`config.mk`:
```
export PLATFORM = sky130hd
export DESIGN_NAME = keypad_pressed_key_tracker_flat
export DESIGN_NICKNAME = d
export VERILOG_FILES = /design/src/hw/rtl/kpt_pkg.sv /design/src/hw/rtl/kpt_in_if.sv /design/src/hw/rtl/kpt_out_if.sv /design/src/hw/rtl/kpt_ram.sv /design/src/hw/rtl/keypad_pressed_key_tracker.sv /design/src/flat_wrapper.sv
export VERILOG_INCLUDE_DIRS = /design/src /design/src/hw/rtl
export SDC_FILE = /design/constraint.sdc
export NUM_CORES = 1
export LEC_CHECK = 0
export ABC_AREA = 1
export BUFFER_PORTS_ARGS = -buffer_cell sky130_fd_sc_hd__buf_2
export CAP_MARGIN = 10
export CORE_AREA = 2 2 256 258
export CTS_CLUSTER_SIZE = 24
export DETAILED_ROUTE_END_ITERATION = 7
export DIE_AREA = 0 0 258 260
export GPL_TIMING_DRIVEN = 0
export PLACE_DENSITY_LB_ADDON = 0.2
export SYNTH_ARGS = -nofsm -noshare
export SYNTH_HDL_FRONTEND = slang
export SYNTH_SLANG_ARGS = --single-unit
```
`constraint.sdc`:
```
create_clock -name i_clk -period 5.95 [get_ports i_clk]
set_clock_uncertainty 0.05 [all_clocks]
set_input_delay 0.8925 -clock i_clk [delete_from_list [all_inputs] [get_ports i_clk]]
set_output_delay 0.8925 -clock i_clk [all_outputs]
set_load 0.005 [all_outputs]
```
`src/hw/rtl/keypad_pressed_key_tracker_defines.svh`:
```
// Assertion macros for the keypad pressed-key tracker.
`ifndef KEYPAD_PRESSED_KEY_TRACKER_DEFINES_SVH
`define KEYPAD_PRESSED_KEY_TRACKER_DEFINES_SVH

// Same-cycle implication, checked outside reset.
`define KPT_ASSERT_NOW(label, clk, rst_n, ante, cons) \
    label: assert property (@(posedge clk) disable iff (!rst_n) (ante) |-> (cons)) \
        else $error("kpt assertion failed");

// Next-cycle implication, checked outside reset.
`define KPT_ASSERT_NEXT(label, clk, rst_n, ante, cons) \
    label: assert property (@(posedge clk) disable iff (!rst_n) (ante) |=> (cons)) \
        else $error("kpt assertion failed");

`endif

```
`src/hw/rtl/kpt_pkg.sv`:
```
// Shared widths, types and the key code decoder of the pressed-key tracker.
`default_nettype none

package kpt_pkg;

    localparam int KPT_LIST_DEPTH = 8;

    localparam int EV_W      = 8;
    localparam int DT_W      = 20;
    localparam int SLOT_W    = 3;
    localparam int ROW_W     = 3;
    localparam int COL_W     = 4;
    localparam int HOLD_W    = 32;
    localparam int CNT_OUT_W = 4;
    localparam int CODE_W    = 7;
    localparam int ENTRY_W   = ROW_W + COL_W + HOLD_W;

    localparam int                PRESS_BIT    = 7;
    localparam logic [CODE_W-1:0] KEY_CODE_MAX = 7'd80;
    localparam logic [3:0]        COL_COUNT    = 4'd10;
    // floor(x / 10) == (x * 205) >> 11 for x below 80
    localparam logic [7:0]        DIV10_MUL    = 8'd205;
    localparam int                DIV10_SHIFT  = 11;

    typedef struct packed {
        logic [ROW_W-1:0]  row;
        logic [COL_W-1:0]  col;
        logic [HOLD_W-1:0] hold;
    } t_entry;

    typedef struct packed {
        logic                 event_taken;
        logic                 is_press;
        logic [ROW_W-1:0]     key_row;
        logic [COL_W-1:0]     key_col;
        logic                 code_invalid;
        logic [CNT_OUT_W-1:0] held_count;
        logic                 released_valid;
        logic [ROW_W-1:0]     slot_row;
        logic [COL_W-1:0]     slot_col;
        logic [HOLD_W-1:0]    slot_hold;
        logic                 slot_valid;
    } t_result;

    typedef struct packed {
        logic [ROW_W-1:0] row;
        logic [COL_W-1:0] col;
    } t_key;

    // Key code 1..80 to matrix position.
    function automatic t_key decode_key(input logic [CODE_W-1:0] code);
        logic [CODE_W-1:0] x;
        logic [14:0]       prod;
        logic [CODE_W-1:0] rem;
        t_key              k;
        x     = code - CODE_W'(1);
        prod  = 15'(x) * 15'(DIV10_MUL);
        k.row = prod[DIV10_SHIFT +: ROW_W];
        rem   = x - CODE_W'(k.row) * CODE_W'(COL_COUNT);
        k.col = rem[COL_W-1:0];
        return k;
    endfunction

endpackage

`default_nettype wire

```
`src/hw/rtl/kpt_in_if.sv`:
```
// Input channel of the tracker: one event byte, elapsed time and slot query.
`default_nettype none

interface kpt_in_if;
    logic                        valid;
    logic                        ready;
    logic [kpt_pkg::EV_W-1:0]   ev_byte;
    logic [kpt_pkg::DT_W-1:0]   elapsed_us;
    logic [kpt_pkg::SLOT_W-1:0] read_slot;

    modport source (output valid, ev_byte, elapsed_us, read_slot, input ready);
    modport sink   (input valid, ev_byte, elapsed_us, read_slot, output ready);
endinterface

`default_nettype wire

```
`src/hw/rtl/kpt_out_if.sv`:
```
// Output channel of the tracker: decode, counts and the queried slot.
`default_nettype none

interface kpt_out_if;
    logic                           valid;
    logic                           ready;
    logic                           event_taken;
    logic                           is_press;
    logic [kpt_pkg::ROW_W-1:0]     key_row;
    logic [kpt_pkg::COL_W-1:0]     key_col;
    logic                           code_invalid;
    logic [kpt_pkg::CNT_OUT_W-1:0] held_count;
    logic                           released_valid;
    logic [kpt_pkg::ROW_W-1:0]     slot_row;
    logic [kpt_pkg::COL_W-1:0]     slot_col;
    logic [kpt_pkg::HOLD_W-1:0]    slot_hold;
    logic                           slot_valid;

    modport source (
        output valid, event_taken, is_press, key_row, key_col, code_invalid,
               held_count, released_valid, slot_row, slot_col, slot_hold, slot_valid,
        input  ready
    );
    modport sink (
        input  valid, event_taken, is_press, key_row, key_col, code_invalid,
               held_count, released_valid, slot_row, slot_col, slot_hold, slot_valid,
        output ready
    );
endinterface

`default_nettype wire

```
`src/hw/rtl/kpt_ram.sv`:
```
// Generic single-write, single-read RAM with registered read data.
`default_nettype none

module kpt_ram #(
    parameter int WIDTH = kpt_pkg::ENTRY_W,
    parameter int DEPTH = kpt_pkg::KPT_LIST_DEPTH,
    parameter int AW    = (DEPTH > 1) ? $clog2(DEPTH) : 1
) (
    input  wire logic             i_clk,
    input  wire logic             i_we,
    input  wire logic [AW-1:0]    i_waddr,
    input  wire logic [WIDTH-1:0] i_wdata,
    input  wire logic             i_re,
    input  wire logic [AW-1:0]    i_raddr,
    output logic      [WIDTH-1:0] o_rdata
);

    logic [WIDTH-1:0] r_mem [DEPTH];

    always_ff @(posedge i_clk) begin
        if (i_we) begin
            r_mem[i_waddr] <= i_wdata;
        end
        if (i_re) begin
            o_rdata <= r_mem[i_raddr];
        end
    end

endmodule

`default_nettype wire

```
`src/hw/rtl/keypad_pressed_key_tracker.sv`:
```
// Keypad pressed-key tracker: list memory, walk sequencer and result register.
//
// Each transaction carries one keypad event byte. A press appends the key to a
// list of LIST_DEPTH held keys kept in a single-port-read RAM; a release removes
// the first matching entry and closes the gap; a zero byte (tick) adds the
// elapsed microseconds, saturating, to every held key's time. Each transaction
// yields one result with the decode, the list count and the entry at read_slot.
// A press, an invalid code, or a tick/release on an empty list goes from the
// idle state through the slot read and the response state into the result
// register, and the input is ready again once the result loads. A tick or a
// release on a list of N entries (the count before the step) walks the RAM one
// entry per cycle through its one read port, then reads the slot and responds.
// The last step waits while the previous result still sits unclaimed in the
// output register.
// The next transaction is accepted while a result still waits on the output.
`default_nettype none

module keypad_pressed_key_tracker #(
    parameter int LIST_DEPTH = kpt_pkg::KPT_LIST_DEPTH
) (
    input  wire logic i_clk,
    input  wire logic i_rst_n,
    kpt_in_if.sink    i_in,
    kpt_out_if.source o_out
);
    import kpt_pkg::*;

    `include "keypad_pressed_key_tracker_defines.svh"

    localparam int AW = (LIST_DEPTH > 1) ? $clog2(LIST_DEPTH) : 1;
    localparam int CW = $clog2(LIST_DEPTH + 1);

    typedef enum logic [3:0] {
        ST_IDLE = 4'b0001,
        ST_WALK = 4'b0010,
        ST_SLOT = 4'b0100,
        ST_RESP = 4'b1000
    } t_state;

    t_state r_state, n_state;
    logic [CW-1:0] r_total, n_total;
    logic [CW-1:0] r_idx, n_idx;
    logic [CW-1:0] r_rd_idx, n_rd_idx;
    logic r_rd_vld, n_rd_vld;
    logic r_found, n_found;
    logic r_is_tick, n_is_tick;
    logic [DT_W-1:0] r_dt, n_dt;
    logic [SLOT_W-1:0] r_slot, n_slot;
    logic r_slot_vld, n_slot_vld;
    t_result r_res, n_res;
    t_result r_out, n_out;
    logic r_out_valid, n_out_valid;

    logic accept;
    logic [CODE_W-1:0] in_code;
    logic in_tick, in_press, in_bad, in_rel;
    t_key in_key;

    logic ram_we, ram_re;
    logic [AW-1:0] ram_waddr, ram_raddr;
    t_entry ram_wdata, ram_rdata;

    logic [CW-1:0] rd_idx_m1;
    logic [HOLD_W:0] hold_sum;
    logic [HOLD_W-1:0] hold_sat;
    logic match;
    logic [31:0] total_ext, slot_ext;

    kpt_ram #(
        .WIDTH(ENTRY_W),
        .DEPTH(LIST_DEPTH),
        .AW   (AW)
    ) u_list_ram (
        .i_clk  (i_clk),
        .i_we   (ram_we),
        .i_waddr(ram_waddr),
        .i_wdata(ram_wdata),
        .i_re   (ram_re),
        .i_raddr(ram_raddr),
        .o_rdata(ram_rdata)
    );

    assign i_in.ready = (r_state == ST_IDLE);
    assign accept     = i_in.valid && (r_state == ST_IDLE);

    assign in_code  = i_in.ev_byte[CODE_W-1:0];
    assign in_tick  = (i_in.ev_byte == '0);
    assign in_press = i_in.ev_byte[PRESS_BIT];
    assign in_bad   = !in_tick && ((in_code == '0) || (in_code > KEY_CODE_MAX));
    assign in_rel   = !in_tick && !in_bad && !in_press;
    assign in_key   = decode_key(in_code);

    assign rd_idx_m1 = r_rd_idx - CW'(1);
    assign hold_sum  = {1'b0, ram_rdata.hold} + (HOLD_W + 1)'(r_dt);
    assign hold_sat  = hold_sum[HOLD_W] ? '1 : hold_sum[HOLD_W-1:0];
    assign match     = (ram_rdata.row == r_res.key_row) && (ram_rdata.col == r_res.key_col);
    assign total_ext = 32'(r_total);
    assign slot_ext  = 32'(r_slot);

    always_comb begin
        n_state     = r_state;
        n_total     = r_total;
        n_idx       = r_idx;
        n_rd_idx    = r_rd_idx;
        n_rd_vld    = r_rd_vld;
        n_found     = r_found;
        n_is_tick   = r_is_tick;
        n_dt        = r_dt;
        n_slot      = r_slot;
        n_slot_vld  = r_slot_vld;
        n_res       = r_res;
        n_out       = r_out;
        n_out_valid = r_out_valid && !o_out.ready;
        ram_we      = 1'b0;
        ram_waddr   = '0;
        ram_wdata   = '0;
        ram_re      = 1'b0;
        ram_raddr   = '0;

        case (r_state)
            ST_IDLE: begin
                if (accept) begin
                    n_dt      = i_in.elapsed_us;
                    n_slot    = i_in.read_slot;
                    n_is_tick = in_tick;
                    n_idx     = '0;
                    n_rd_vld  = 1'b0;
                    n_found   = 1'b0;
                    n_res     = '0;
                    n_res.event_taken    = !in_tick;
                    n_res.is_press       = in_press;
                    n_res.code_invalid   = in_bad;
                    n_res.released_valid = in_rel;
                    if (!in_tick && !in_bad) begin
                        n_res.key_row = in_key.row;
                        n_res.key_col = in_key.col;
                    end
                    if (in_tick || in_rel) begin
                        n_state = (r_total == '0) ? ST_SLOT : ST_WALK;
                    end else begin
                        // press into a free slot: write the new tail entry now
                        if (!in_bad && in_press && (r_total < CW'(LIST_DEPTH))) begin
                            ram_we         = 1'b1;
                            ram_waddr      = r_total[AW-1:0];
                            ram_wdata.row  = in_key.row;
                            ram_wdata.col  = in_key.col;
                            ram_wdata.hold = '0;
                            n_total        = r_total + CW'(1);
                        end
                        n_state = ST_SLOT;
                    end
                end
            end
            ST_WALK: begin
                // read entry r_idx while entry r_rd_idx comes back from the RAM
                if (r_idx != r_total) begin
                    ram_re    = 1'b1;
                    ram_raddr = r_idx[AW-1:0];
                    n_idx     = r_idx + CW'(1);
                    n_rd_idx  = r_idx;
                    n_rd_vld  = 1'b1;
                end else begin
                    n_rd_vld = 1'b0;
                end
                if (r_rd_vld) begin
                    if (r_is_tick) begin
                        ram_we         = 1'b1;
                        ram_waddr      = r_rd_idx[AW-1:0];
                        ram_wdata.row  = ram_rdata.row;
                        ram_wdata.col  = ram_rdata.col;
                        ram_wdata.hold = hold_sat;
                    end else if (r_found) begin
                        // compaction: move each later entry down by one
                        ram_we    = 1'b1;
                        ram_waddr = rd_idx_m1[AW-1:0];
                        ram_wdata = ram_rdata;
                    end else if (match) begin
                        n_found = 1'b1;
                    end
                    if (r_idx == r_total) begin
                        if (!r_is_tick && (r_found || match)) begin
                            n_total = r_total - CW'(1);
                        end
                        n_state = ST_SLOT;
                    end
                end
            end
            ST_SLOT: begin
                ram_re     = 1'b1;
                ram_raddr  = slot_ext[AW-1:0];
                n_slot_vld = (slot_ext < total_ext);
                n_state    = ST_RESP;
            end
            ST_RESP: begin
                if (!r_out_valid || o_out.ready) begin
                    n_out            = r_res;
                    n_out.held_count = total_ext[CNT_OUT_W-1:0];
                    n_out.slot_valid = r_slot_vld;
                    if (r_slot_vld) begin
                        n_out.slot_row  = ram_rdata.row;
                        n_out.slot_col  = ram_rdata.col;
                        n_out.slot_hold = ram_rdata.hold;
                    end
                    n_out_valid = 1'b1;
                    n_state     = ST_IDLE;
                end
            end
            default: begin
                n_state = ST_IDLE;
            end
        endcase
    end

    always_ff @(posedge i_clk) begin
        if (!i_rst_n) begin
            r_state     <= ST_IDLE;
            r_total     <= '0;
            r_idx       <= '0;
            r_rd_vld    <= 1'b0;
            r_found     <= 1'b0;
            r_out_valid <= 1'b0;
        end else begin
            r_state     <= n_state;
            r_total     <= n_total;
            r_idx       <= n_idx;
            r_rd_vld    <= n_rd_vld;
            r_found     <= n_found;
            r_out_valid <= n_out_valid;
        end
    end

    always_ff @(posedge i_clk) begin
        r_rd_idx   <= n_rd_idx;
        r_is_tick  <= n_is_tick;
        r_dt       <= n_dt;
        r_slot     <= n_slot;
        r_slot_vld <= n_slot_vld;
        r_res      <= n_res;
        r_out      <= n_out;
    end

    assign o_out.valid          = r_out_valid;
    assign o_out.event_taken    = r_out.event_taken;
    assign o_out.is_press       = r_out.is_press;
    assign o_out.key_row        = r_out.key_row;
    assign o_out.key_col        = r_out.key_col;
    assign o_out.code_invalid   = r_out.code_invalid;
    assign o_out.held_count     = r_out.held_count;
    assign o_out.released_valid = r_out.released_valid;
    assign o_out.slot_row       = r_out.slot_row;
    assign o_out.slot_col       = r_out.slot_col;
    assign o_out.slot_hold      = r_out.slot_hold;
    assign o_out.slot_valid     = r_out.slot_valid;

    `KPT_ASSERT_NOW(a_total_bound, i_clk, i_rst_n, 1'b1, r_total <= CW'(LIST_DEPTH))
    `KPT_ASSERT_NOW(a_no_rw_collide, i_clk, i_rst_n, ram_we && ram_re, ram_waddr != ram_raddr)
    `KPT_ASSERT_NEXT(a_accept_leaves_idle, i_clk, i_rst_n, accept, r_state != ST_IDLE)
    `KPT_ASSERT_NEXT(a_resp_drives_out, i_clk, i_rst_n,
        (r_state == ST_RESP) && (!r_out_valid || o_out.ready), o_out.valid)

endmodule

`default_nettype wire

```
`src/flat_wrapper.sv`:
```
// flat-port wrapper written by rule: the top's interface ports become plain ports
module keypad_pressed_key_tracker_flat import kpt_pkg::*;
#(
    parameter int LIST_DEPTH = kpt_pkg::KPT_LIST_DEPTH
)
  (i_clk, i_rst_n, i_in_valid, i_in_ev_byte, i_in_elapsed_us, i_in_read_slot, i_in_ready, o_out_valid, o_out_event_taken, o_out_is_press, o_out_key_row, o_out_key_col, o_out_code_invalid, o_out_held_count, o_out_released_valid, o_out_slot_row, o_out_slot_col, o_out_slot_hold, o_out_slot_valid, o_out_ready);
  kpt_in_if i_in_i ();
  kpt_out_if o_out_i ();
  input  wire logic i_clk;
  input  wire logic i_rst_n;
  input wire logic [$bits(i_in_i.valid)-1:0] i_in_valid;
  input wire logic [$bits(i_in_i.ev_byte)-1:0] i_in_ev_byte;
  input wire logic [$bits(i_in_i.elapsed_us)-1:0] i_in_elapsed_us;
  input wire logic [$bits(i_in_i.read_slot)-1:0] i_in_read_slot;
  output wire logic [$bits(i_in_i.ready)-1:0] i_in_ready;
  output wire logic [$bits(o_out_i.valid)-1:0] o_out_valid;
  output wire logic [$bits(o_out_i.event_taken)-1:0] o_out_event_taken;
  output wire logic [$bits(o_out_i.is_press)-1:0] o_out_is_press;
  output wire logic [$bits(o_out_i.key_row)-1:0] o_out_key_row;
  output wire logic [$bits(o_out_i.key_col)-1:0] o_out_key_col;
  output wire logic [$bits(o_out_i.code_invalid)-1:0] o_out_code_invalid;
  output wire logic [$bits(o_out_i.held_count)-1:0] o_out_held_count;
  output wire logic [$bits(o_out_i.released_valid)-1:0] o_out_released_valid;
  output wire logic [$bits(o_out_i.slot_row)-1:0] o_out_slot_row;
  output wire logic [$bits(o_out_i.slot_col)-1:0] o_out_slot_col;
  output wire logic [$bits(o_out_i.slot_hold)-1:0] o_out_slot_hold;
  output wire logic [$bits(o_out_i.slot_valid)-1:0] o_out_slot_valid;
  input wire logic [$bits(o_out_i.ready)-1:0] o_out_ready;
  assign i_in_i.valid = i_in_valid;
  assign i_in_i.ev_byte = i_in_ev_byte;
  assign i_in_i.elapsed_us = i_in_elapsed_us;
  assign i_in_i.read_slot = i_in_read_slot;
  assign i_in_ready = i_in_i.ready;
  assign o_out_valid = o_out_i.valid;
  assign o_out_event_taken = o_out_i.event_taken;
  assign o_out_is_press = o_out_i.is_press;
  assign o_out_key_row = o_out_i.key_row;
  assign o_out_key_col = o_out_i.key_col;
  assign o_out_code_invalid = o_out_i.code_invalid;
  assign o_out_held_count = o_out_i.held_count;
  assign o_out_released_valid = o_out_i.released_valid;
  assign o_out_slot_row = o_out_i.slot_row;
  assign o_out_slot_col = o_out_i.slot_col;
  assign o_out_slot_hold = o_out_i.slot_hold;
  assign o_out_slot_valid = o_out_i.slot_valid;
  assign o_out_i.ready = o_out_ready;
  keypad_pressed_key_tracker #(.LIST_DEPTH(LIST_DEPTH)) u_core (.i_clk(i_clk), .i_rst_n(i_rst_n), .i_in(i_in_i), .o_out(o_out_i));
endmodule
```
Word-level counts from Yosys, hierarchy flattened
Memory sizes are Yosys's and may differ from the RTL's. A register that Yosys moved wholly into a read port is not among the register bits.
Index checks and enable logic that the tools add are counted.
- $add $sub $neg: 7
- multipliers: 2
- magnitude comparators: 3
- equal/unequal tests: 17
- multiplexer cells: 54
- reductions and logical operators: 31
- operator list (cell ; number):
    2-to-1 mux 39 bit ; 6
    one-hot mux 39 bit (2 select lines) ; 1
    2-to-1 mux 4 bit ; 13
    adder 32 x 20 -> 33 bit ; 1
    2-to-1 mux 32 bit ; 1
    2-to-1 mux 3 bit ; 8
    2-to-1 mux 1 bit ; 16
    one-hot mux 4 bit (2 select lines) ; 2
    one-hot mux 4 bit (4 select lines) ; 1
    multiplier 7 x 8 -> 14 bit (second input constant) ; 1
    inequality test 2 x 1 -> 1 bit (second input constant) ; 7
    one-hot mux 3 bit (2 select lines) ; 2
    logical AND 1 bit ; 9
    adder 4 x 1 -> 4 bit (second input constant) ; 2
    == test 4 bit ; 2
    zero test 8 bit ; 1
    one-hot mux 1 bit (2 select lines) ; 4
    AND reduction 2 bit ; 4
    AND reduction 4 bit ; 2
    greater-than comparator 7 bit (second input constant) ; 1
    zero test 7 bit ; 1
    AND reduction 7 bit ; 1
    subtractor 7 x 1 -> 7 bit (second input constant) ; 1
    zero test 1 bit ; 6
    other kinds (17) ; 21
- bits in registers: 109
- RAM bits: 312
- bits of input ports: 35
- output and inout port bits: 57
- word-level logic and storage cells: 143
- memories: 1
- memory list (memory ; words ; bits a word ; rd ports ; clocked after Yosys merged registers in ; write ports ; line ; text):
    u_core.u_list_ram.r_mem ; 8 ; 39 ; 1 ; 1 ; 1 ; kpt_ram.sv:18 ; logic [WIDTH-1:0] r_mem [DEPTH];

Depth between registers and ports, before layout
- depth in word-level cells: 12
- depth in mapped cells: 31
- gate-level depth less buffers: 31

Modules after synthesis
From an unflattened synthesis, not the netlist that was laid out.
- cells, all modules: 2306
- area total of the unflattened synthesis: 22206.3 sq um
- by module, submodules not included (module ; instances ; cells each ; area an instance (sq um) ; sequential area each (sq um)):
    kpt_ram ; 1 ; 1405 ; 14761.7 ; 10540.1
    keypad_pressed_key_tracker ; 1 ; 901 ; 7444.6 ; 3123.0

Worst setup path after synthesis
No wires, ideal clock.
- path kind: input -> register
- start point: input port i_in_ev_byte[0]
- end point: memory u_core.u_list_ram.r_mem[0][34] in the netlist's numbering, data pin
- setup time: 265 ps
- arrival time: 5104 ps
- data required time: 5635 ps
- slack: 531 ps
- cell stages on the path: 23
- buffers on the path: 0
- cells stage by stage: inv_1 -> ha_1 -> nand2_1 -> nor2_1 -> xor2_1 -> ha_1 -> inv_1 -> fa_1 -> inv_1 -> ha_1 -> inv_1 -> fa_1 -> inv_1 -> ha_1 -> a21oi_1 -> o21ai_0 -> a21oi_1 -> o211ai_1 -> and2_1 -> xor2_1 -> ha_1 -> inv_1 -> o21ai_0
- RTL lines (element ; line ; text):
    from (decl) ; flat_wrapper.sv:12 ; input wire logic [$bits(i_in_i.ev_byte)-1:0] i_in_ev_byte;
    to (decl) ; kpt_ram.sv:18 ;

==> results.py <==
metrics = {
    "status": {
        "outcome": "finished clean",
    },
    "power_and_ir_drop": {
        "vdd_ir_drop_max_mv": 0.1838,
        "power.leakage_nw": 9.430,
        "power_density_mw_per_mm2": 370.1,
        "total_power_mw": 9.042,
    },
    "critical_path": {
        "startpoint_type": "input port",
        "worstSetupPathType": "input port to flip-flop",
        "r2r-start": "u_core.u_list_ram.o_rdata[0]$_DFFE_PP_",
        "max_stage_delay_ns": 0.50,
        "arrival_ns": 5.71,
        "path_max_fanout": 8,
        "crit_slowest_cell": "fa_1",
        "cp-startpoint": "i_in_ev_byte[0]",
        "cp-end-kind": "flip-flop",
        "cp.required_ns": 6.17,
    },
    "grt": {
        "grt_pass1_vias": 14320,
        "overflow": 0,
        "grt.total_usage": 0.1759,
        "antenna_found_initial": 0,
        "grt_start_max_net_pins": 26,
        "grt_pass1_wl_um": 89010,
    },
    "final_layout": {
        "fillers": 6260,
        "fin_nets": 2171,
        "drive_gt1_frac": 0.1204,
        "final_area_sq_mm": 0.02443,
        "fin_util": 0.3810,
        "antenna_cells": 0,
        "multi_input_area_sq_mm": 0.006183,
        "register_area_sq_mm": 0.01366,
        "syn_to_final_growth_pct": 16.05,
    },
    "drt": {
        "vias": 14449,
        "dr.pass1.iters": 5,
        "ant_nets": 0,
        "drc": 0,
        "vias_per_cell": 4.888,
        "wl_per_cell_um": 19.96,
        "drt_wl_total_um": 58990,
        "drtIter0Drc": 1046,
    },
    "timing": {
        "clock.fmax_mhz": 182.2,
        "setup_viol": 0,
        "layout_min_cycle_time_ns": 5.487,
        "slew_headroom": 0.2218,
        "maxSlewViolCount": 0,
        "min_period_over_period": 0.9222,
        "worst_pin_slew_ns": 1.167,
        "rsz0062_at_grt": "no",
        "setup_slack_ns": 0.4629,
        "final_hold_viol_count": 0,
        "hold-worst-slack_ns": 0.3696,
    },
    "synth": {
        "synth-seq-area-share": 0.6490,
        "synth-edff-count": 445,
        "netlist-cell-type-count": 47,
        "ys.flop_type": "edfxtp_1",
        "synth_area_sq_mm": 0.02105,
        "synth_seq_cells": 460,
        "synth-warning-count": 0,
        "avgSynthCellArea_sq_um": 11.01,
        "syn_inst": 1912,
        "syn_nets": 2017,
        "async_flop_share": 0,
    },
    "clock_network": {
        "insertion_delay_ns": 0.58,
        "h-tree-depth": 2,
        "clk_pin_slew_ns": 0.06,
        "clockRootBuffer": "clkbuf_16",
        "clockBufferDepth": 3,
        "cts_tree": "yes",
        "numClockSinks": 460,
        "cts-buffers-inserted": 49,
    },
    "die": {
        "coreArea_sq_mm": 0.06412,
        "io_pins": 92,
        "dieArea_sq_mm": 0.06708,
        "rows": 93,
        "initial_core_util": 0.3284,
        "die_w_um": 258,
        "fp.dieH_um": 260,
    },
    "placed_design": {
        "hpwlAfterDp_um": 40060,
        "postPlaceCellArea_sq_mm": 0.02293,
        "place_ws_ns": -0.5595,
        "port_buffers": 90,
        "finalWeightedCongestion": 0.8238,
    },
    "flow_run": {
        "maxCapViolations": 0,
    },
    "hold_path": {
        "hold_class": "flip-flop to flip-flop",
        "min_from": "u_core.r_res[54]$_DFFE_PP_",
    },
}
==> cell families (layout without fill, tap and decap cells) <==
family          after synthesis  in the layout  synth area share
compound gates              538            538            0.1318
simple gates                477            477           0.09378
flops                       460            460            0.6490
buf+inv                     324            513           0.06240
fa+ha+maj                    70             70           0.04517
xor+xnor                     43             43           0.01789
==> synth_stat cells, types with 2 or more instances <==
library cell | count | area share
clkbuf_1 | 37 | 0.0066
ha_1 | 60 | 0.036
dfxtp_1 | 15 | 0.014
a21oi_2 | 2 | 0.00083
inv_4 | 2 | 0.00059
nand2_4 | 3 | 0.0016
a31oi_1 | 7 | 0.0021
nor3_1 | 7 | 0.0017
nor3b_1 | 3 | 0.0011
o21ai_0 | 228 | 0.054
a21oi_1 | 204 | 0.048
o21ai_1 | 73 | 0.017
a211oi_1 | 4 | 0.0014
nor2_1 | 105 | 0.019
nor2_2 | 3 | 0.00089
buf_2 | 28 | 0.0067
edfxtp_1 | 445 | 0.63
inv_2 | 4 | 0.00071
xnor2_1 | 12 | 0.0050
a21o_1 | 6 | 0.0021
inv_1 | 237 | 0.042
fa_1 | 10 | 0.0095
nand4_1 | 5 | 0.0015
buf_1 | 2 | 0.00036
xor2_1 | 31 | 0.013
nand2_2 | 4 | 0.0012
nor4_1 | 2 | 0.00059
buf_6 | 2 | 0.0011
nand2_1 | 296 | 0.053
and2_1 | 2 | 0.00059
nand3_1 | 41 | 0.0097
buf_4 | 11 | 0.0039
o22ai_1 | 2 | 0.00059
o211ai_1 | 2 | 0.00071
o31ai_1 | 2 | 0.00071
o21a_1 | 4 | 0.0014
==> stage by stage <==
stage               cells  TNS, ns
floorplan            1912        0
global placement     2857  -640.76
detailed placement   2870   -13.18
CTS                  2956        0
global route         2956        0
finish               2956        0
==> critical path, delay by kind of cell <==
| kind | cells | cell delay, ns |
|---|---|---|
| xor+xnor | 2 | 0.37 |
| fa+ha+maj | 7 | 2.11 |
| compound gates | 4 | 0.65 |
| simple gates | 9 | 1.12 |
| buf+inv | 7 | 0.57 |
==> final timing paths <==
check                                                   to  slack, ns  cells past startpoint
setup reg to reg  u_core.u_list_ram.r_mem[3][28]$_DFFE_PP_       1.93                     13
hold reg to reg         u_core.o_out.event_taken$_DFFE_PP_       0.37                      0
hold / removal          u_core.o_out.event_taken$_DFFE_PP_       0.37                      0
setup / recovery  u_core.u_list_ram.r_mem[7][35]$_DFFE_PP_       0.46                     29
==> area by class of cell <==
class                      count  area share
buffer                        81     0.01623
clock buffer                  54     0.05096
clock inverter                32    0.009423
inverter                     243     0.03754
multi-input combinational   1128      0.2531
sequential                   460      0.5593
tap                          855     0.04379
timing repair buffer         103     0.02970
==> timing repair <==
| item | 4_1_cts | 5_1_grt |
|---|---|---|
| endpoints found under the setup margin | 0 | 41 |
| hold buffers | 0 | 0 |
| buffers inserted | 0 | 0 |
| gates resized for setup | 0 | 8 |
==> per-layer routing <==
metal  share of wire  track usage  vias to the layer above
li1                -            -                     6932
met1            0.45       0.2381                     7043
met2            0.47       0.2901                      387
met3           0.053      0.02641                       87
met4           0.028      0.05764                        0
met5               0            0                        -
==> power breakdown <==
part           switching (mW)  internal [mW]  leakage (nW)
Sequential              0.134           3.86          3.91
Combinational            1.48          0.683          4.80
Clock                    1.26           1.63         0.721
Total                    2.87           6.17          9.43
==> flip-flops by register name, indices dropped and copies added, names as in the netlist, 3 cells and up <==
name	cells
u_core.o_out.key_row	3
u_core.u_list_ram.r_mem	312
u_core.o_out.key_col	4
u_core.r_idx	4
u_core.r_state	4
u_core.r_slot	3
u_core.r_dt	20
u_core.r_total	4
u_core.u_list_ram.o_rdata	39
u_core.r_rd_idx	3
u_core.o_out.held_count	4
u_core.o_out.slot_col	4
u_core.o_out.slot_row	3
u_core.r_res	11
u_core.o_out.slot_hold	32
==> layout by cell type (no fill, tap or decap), drive strengths merged, types with 2 or more instances in the layout <==
master / instances
inv: 244
nor3b: 3
o31ai: 2
clkinvlp: 3
clkinv: 25
a31oi: 7
a21o: 6
xnor2: 12
o22ai: 3
nand3: 42
fa: 10
nand4: 5
dfxtp: 15
a211oi: 4
o211ai: 2
buf: 146
nor4: 2
nor3: 9
ha: 60
nor2: 109
edfxtp: 445
xor2: 31
clkbuf: 92
a21oi: 206
and2: 2
bufinv: 3
o21ai: 302
nand2: 303
o21a: 4
No activity file was read; power rests on OpenSTA's default activity.
